--- config.mk ---
export PLATFORM = sky130hd
export DESIGN_NAME = ctc_ram
export DESIGN_NICKNAME = d
export VERILOG_FILES = /design/src/hdl/ctc_ram.sv
export SDC_FILE = /design/constraint.sdc
export NUM_CORES = 1
export LEC_CHECK = 0
export ABC_AREA = 1
export BUFFER_PORTS_ARGS = -buffer_cell sky130_fd_sc_hd__buf_2
export CAP_MARGIN = 20
export CORE_MARGIN = 2
export CORE_UTILIZATION = 36
export CTS_BUF_LIST = sky130_fd_sc_hd__clkbuf_8
export CTS_CLUSTER_SIZE = 25
export DETAILED_ROUTE_END_ITERATION = 7
export PLACE_DENSITY_LB_ADDON = 0.08
export SETUP_SLACK_MARGIN = 0.5
export SYNTH_ARGS = -nofsm -noshare
export SYNTH_HDL_FRONTEND = slang
export SYNTH_SLANG_ARGS = --single-unit
--- constraint.sdc ---
create_clock -name clock -period 3.18 [get_ports clock]
set_input_delay 0.477 -clock clock [delete_from_list [all_inputs] [get_ports clock]]
set_output_delay 0.477 -clock clock [all_outputs]
set_load 0.02 [all_outputs]
--- src/hdl/ctc_ram.sv ---
// ----------------------------------------------------------------------------
// ctc_ram
// Generic single-write, single-read RAM with registered read data.
// ----------------------------------------------------------------------------
module ctc_ram #(
   parameter int WIDTH = 8,
   parameter int DEPTH = 16,
   parameter int AW    = (DEPTH > 1) ? $clog2(DEPTH) : 1
) (
   input  logic             clock,
   input  logic             we,
   input  logic [AW-1:0]    waddr,
   input  logic [WIDTH-1:0] wdata,
   input  logic             re,
   input  logic [AW-1:0]    raddr,
   output logic [WIDTH-1:0] rdata
);

   logic [WIDTH-1:0] mem [DEPTH];
   logic [WIDTH-1:0] rdata_ff;

   always_ff @(posedge clock) begin
      if (we) begin
         mem[waddr] <= wdata;
      end
      if (re) begin
         rdata_ff <= mem[raddr];
      end
   end

   assign rdata = rdata_ff;

endmodule

Word-level counts from Yosys, hierarchy flattened
Memory sizes are Yosys's and may differ from the RTL's. A register that Yosys moved wholly into a read port is not among the register bits.
Index checks and enable logic that the tools add are counted.

operators by class
  add/sub/neg operators = 0
  multipliers = 0
  divide/modulo/power cells = 0
  order comparisons = 0
  equality and inequality tests = 0
  shift operators = 0
  muxes and demuxes = 2
  bitwise operators = 0
  reduce and logical (&&, ||, !) cells = 0

operators by type and width
  cell    number
  $mux 1  2

word-level totals
  register bits after elaboration = 0
  latch bits = 0
  RAM bits = 128
  memory bits (read-only) = 0
  output and inout bits = 8
  logic and storage cells = 3
  memories = 1

memories
  name  depth  bits a word  read ports  clocked after Yosys merged registers in  write ports  line  text
  mem   16     8            1           1                                        1            19    logic [WIDTH-1:0] mem [DEPTH];

Longest topological paths before layout
  word-level depth = 2
  mapped depth = 8
  depth with buffers taken out = 7

Worst setup path after synthesis
No wires, ideal clock.

  kind = input to register
  start = in waddr[2]
  end = mem mem[10][0], enable pin
  library setup time = 370 ps
  arrival time = 1,058 ps
  required time = 2,810 ps
  slack = 1,752 ps
  stages = 2
  buffers on the path = 0
  path through = nand3b_1 -> nor2_1

RTL lines
  what         line  text
  from (decl)  12    input logic [AW-1:0] waddr,
  to (decl)    19

No word-level cell before the write port.

==> impl_metrics.ini <==
[worst_hold_path]
hp-class = in -> reg
hold_depth = 1

[clock_tree]
cts_tree = yes
postCtsSetupBuffers = 0
cts_resized = 0
cts_sinks = 136
ctsRootBufferMaster = clkbuf_8
clock_path_buffers = 2
ctsHoldBuffers = 0
cts_buffers = 17
clk_latency_ns = 0.44
cts_htree_levels = 4
clk_pin_slew_worst_paths_ns = 0.08

[cells_and_area]
nFillCells = 1570
postLayoutCellArea_um2 = 6524
regArea_um2 = 4084
syn2layout_area_growth_pct = 11.58
nets = 593
multi_input_area_um2 = 1214
drive_above_1_share = 0.09370
antennaDiodeCount = 0
fin_util = 0.4107
final_cells = 803

[grt]
grt_pass1_wl_mm = 21.38
antenna_found_initial = 0
grt_pass1_vias = 3595
grtUsageTotal = 0.1695
overflow = 0
grt_max_degree = 65

[worst_setup_path]
critical_path.endpoint = rdata[7]
crit_start = raddr[1]
cp_slowest_cell = buf_2
required_ns = 3.38
startpoint_type = input port
criticalPathCategory = in -> reg
rrSetupSlack_ns = 1.96
path_cells = buf_2 -> inv_2 -> nand3_1 -> nand3_1 -> nand3_1 -> nand2_1
cp_common_cell = nand3_1
worst_path_largest_cell_delay_ns = 0.53
end_kind = flop
r2r-start = mem[1][7]
r2r_end = rdata[7]
cp_max_fo = 33
arrival_ns = 2.15
ff2ff_path_depth = 6

[yosys]
ys_seq_elements = 136
syn_area_per_cell_um2 = 10.61
yosys_warnings = 0
synth_area_leaders = edfxtp_1, nand2_1, nand3_1
synth_top_area_frac = 0.6985
yosys.area.top_type = edfxtp_1
netlist_area_um2 = 5847
syn-num-nets = 570
synth-seq-area-share = 0.6985
ys_types = 11
postSynthCellCount = 551

[sta]
hold_viol = 0
fin_worst_skew_ns = 0.01191
rsz0062_at_grt = false
period_minus_slack_ns = 1.948
slew_headroom = 0.3695
setup_slack_ns = 1.232
post-route-period-util = 0.6126
drv_slew = 0
worst_pin_slew_ns = 0.9423
fin_hold_ws_ns = 0.3988
fmax_mhz = 513.3
setup_viol = 0
fin_setup_tns_ns = 0

[detailed_routing]
drc = 0
via_per_inst = 4.577
dr.pass1.iters = 5
drt_iter0_drc = 299
vias = 3675
drt-total-wl_mm = 13.99
wire_per_inst_um = 17.43
antenna_left = 0

[floorplan]
ios = 27
core-area_um2 = 15890
num_rows = 46
die_h_um = 131.4
start_util = 0.3681
die_width_um = 131.4
die_area_um2 = 17280

[run_status]
status = completed

[place]
gp_congestion = 0.8126
dp.final_hpwl_mm = 8.553
pre_cts_slack_ns = 0.7948
port_buffers = 26
place_area_um2 = 6121
place_inst = 771

[power_and_ir_drop]
p_leak_nw = 2.765
power.density_nw_per_um2 = 573.4
ir_worst_vdd_mv = 0.2201
p_total_mw = 3.741

[flow_run]
cap_violations = 0
-- registers in the layout (all words and copies together), names as in the netlist --
signal / cells
mem: 128
rdata: 8
-- kinds of logic after synthesis --
group / Yosys count / share of synthesized area
simple gates: 289 / 0.2076
buf+inv: 126 / 0.09394
flops: 136 / 0.6985
-- worst min-delay path by stage --
stage | startpoint | endpoint | slack [ns]
6_report | re | rdata[7] | 0.40
5_1_grt | re | rdata[7] | 0.38
4_1_cts | re | rdata[6] | 0.38
3_5_place_dp | mem[15][7] | rdata[7] | 0.76
3_3_place_gp | mem[11][2] | rdata[2] | 0.75
2_1_floorplan | wdata[0] | mem[0][0] | 0.58
-- synth_stat cells --
library cell  count
buf_1             1
edfxtp_1        136
buf_4             4
nor2_1           17
buf_6             6
inv_2             2
nand2_1         173
inv_1           100
nand3b_1          2
nand3_1          97
buf_2            13
-- routing by layer --
layer | share of wire | vias up | track usage | routed length [um]
met2 | 0.45 | 114 | 0.2501 | 6284
met4 | 0.030 | 0 | 0.08454 | 419
met3 | 0.053 | 24 | 0.03781 | 739
li1 | - | 1822 | - | -
met1 | 0.47 | 1715 | 0.2359 | 6549
met5 | 0 | - | 0 | 0
-- worst max-delay path, delay by kind of cell --
kind / cells / cell delay (ns)
buffers and inverters: 2 / 1.00
and+or+nand+nor: 4 / 0.62
-- area by class of cell --
type | count | area share
clock buffer | 17 | 0.03586
clock inverter | 15 | 0.02589
inverter | 102 | 0.05869
multi-input combinational | 289 | 0.1860
sequential | 136 | 0.6260
tap | 216 | 0.04143
timing repair buffer | 28 | 0.02608
-- where the power goes --
part	switching (mW)	leakage (nW)	internal, mW
clock	0.632	0.217	0.829
sequential	0.0105	1.24	2.02
combinational	0.186	1.31	0.0648
-- cells in the final DEF, fill, tap and decap left out, drive strengths merged --
cell type,synthesis,layout
nor2,17,17
nand3,97,97
nand2,173,173
buf,24,28
bufinv,0,4
nand3b,2,2
clkinv,0,6
inv,102,106
clkinvlp,0,1
clkbuf,0,17
edfxtp,136,136
Note: power is estimated with default switching activity, not from simulation.
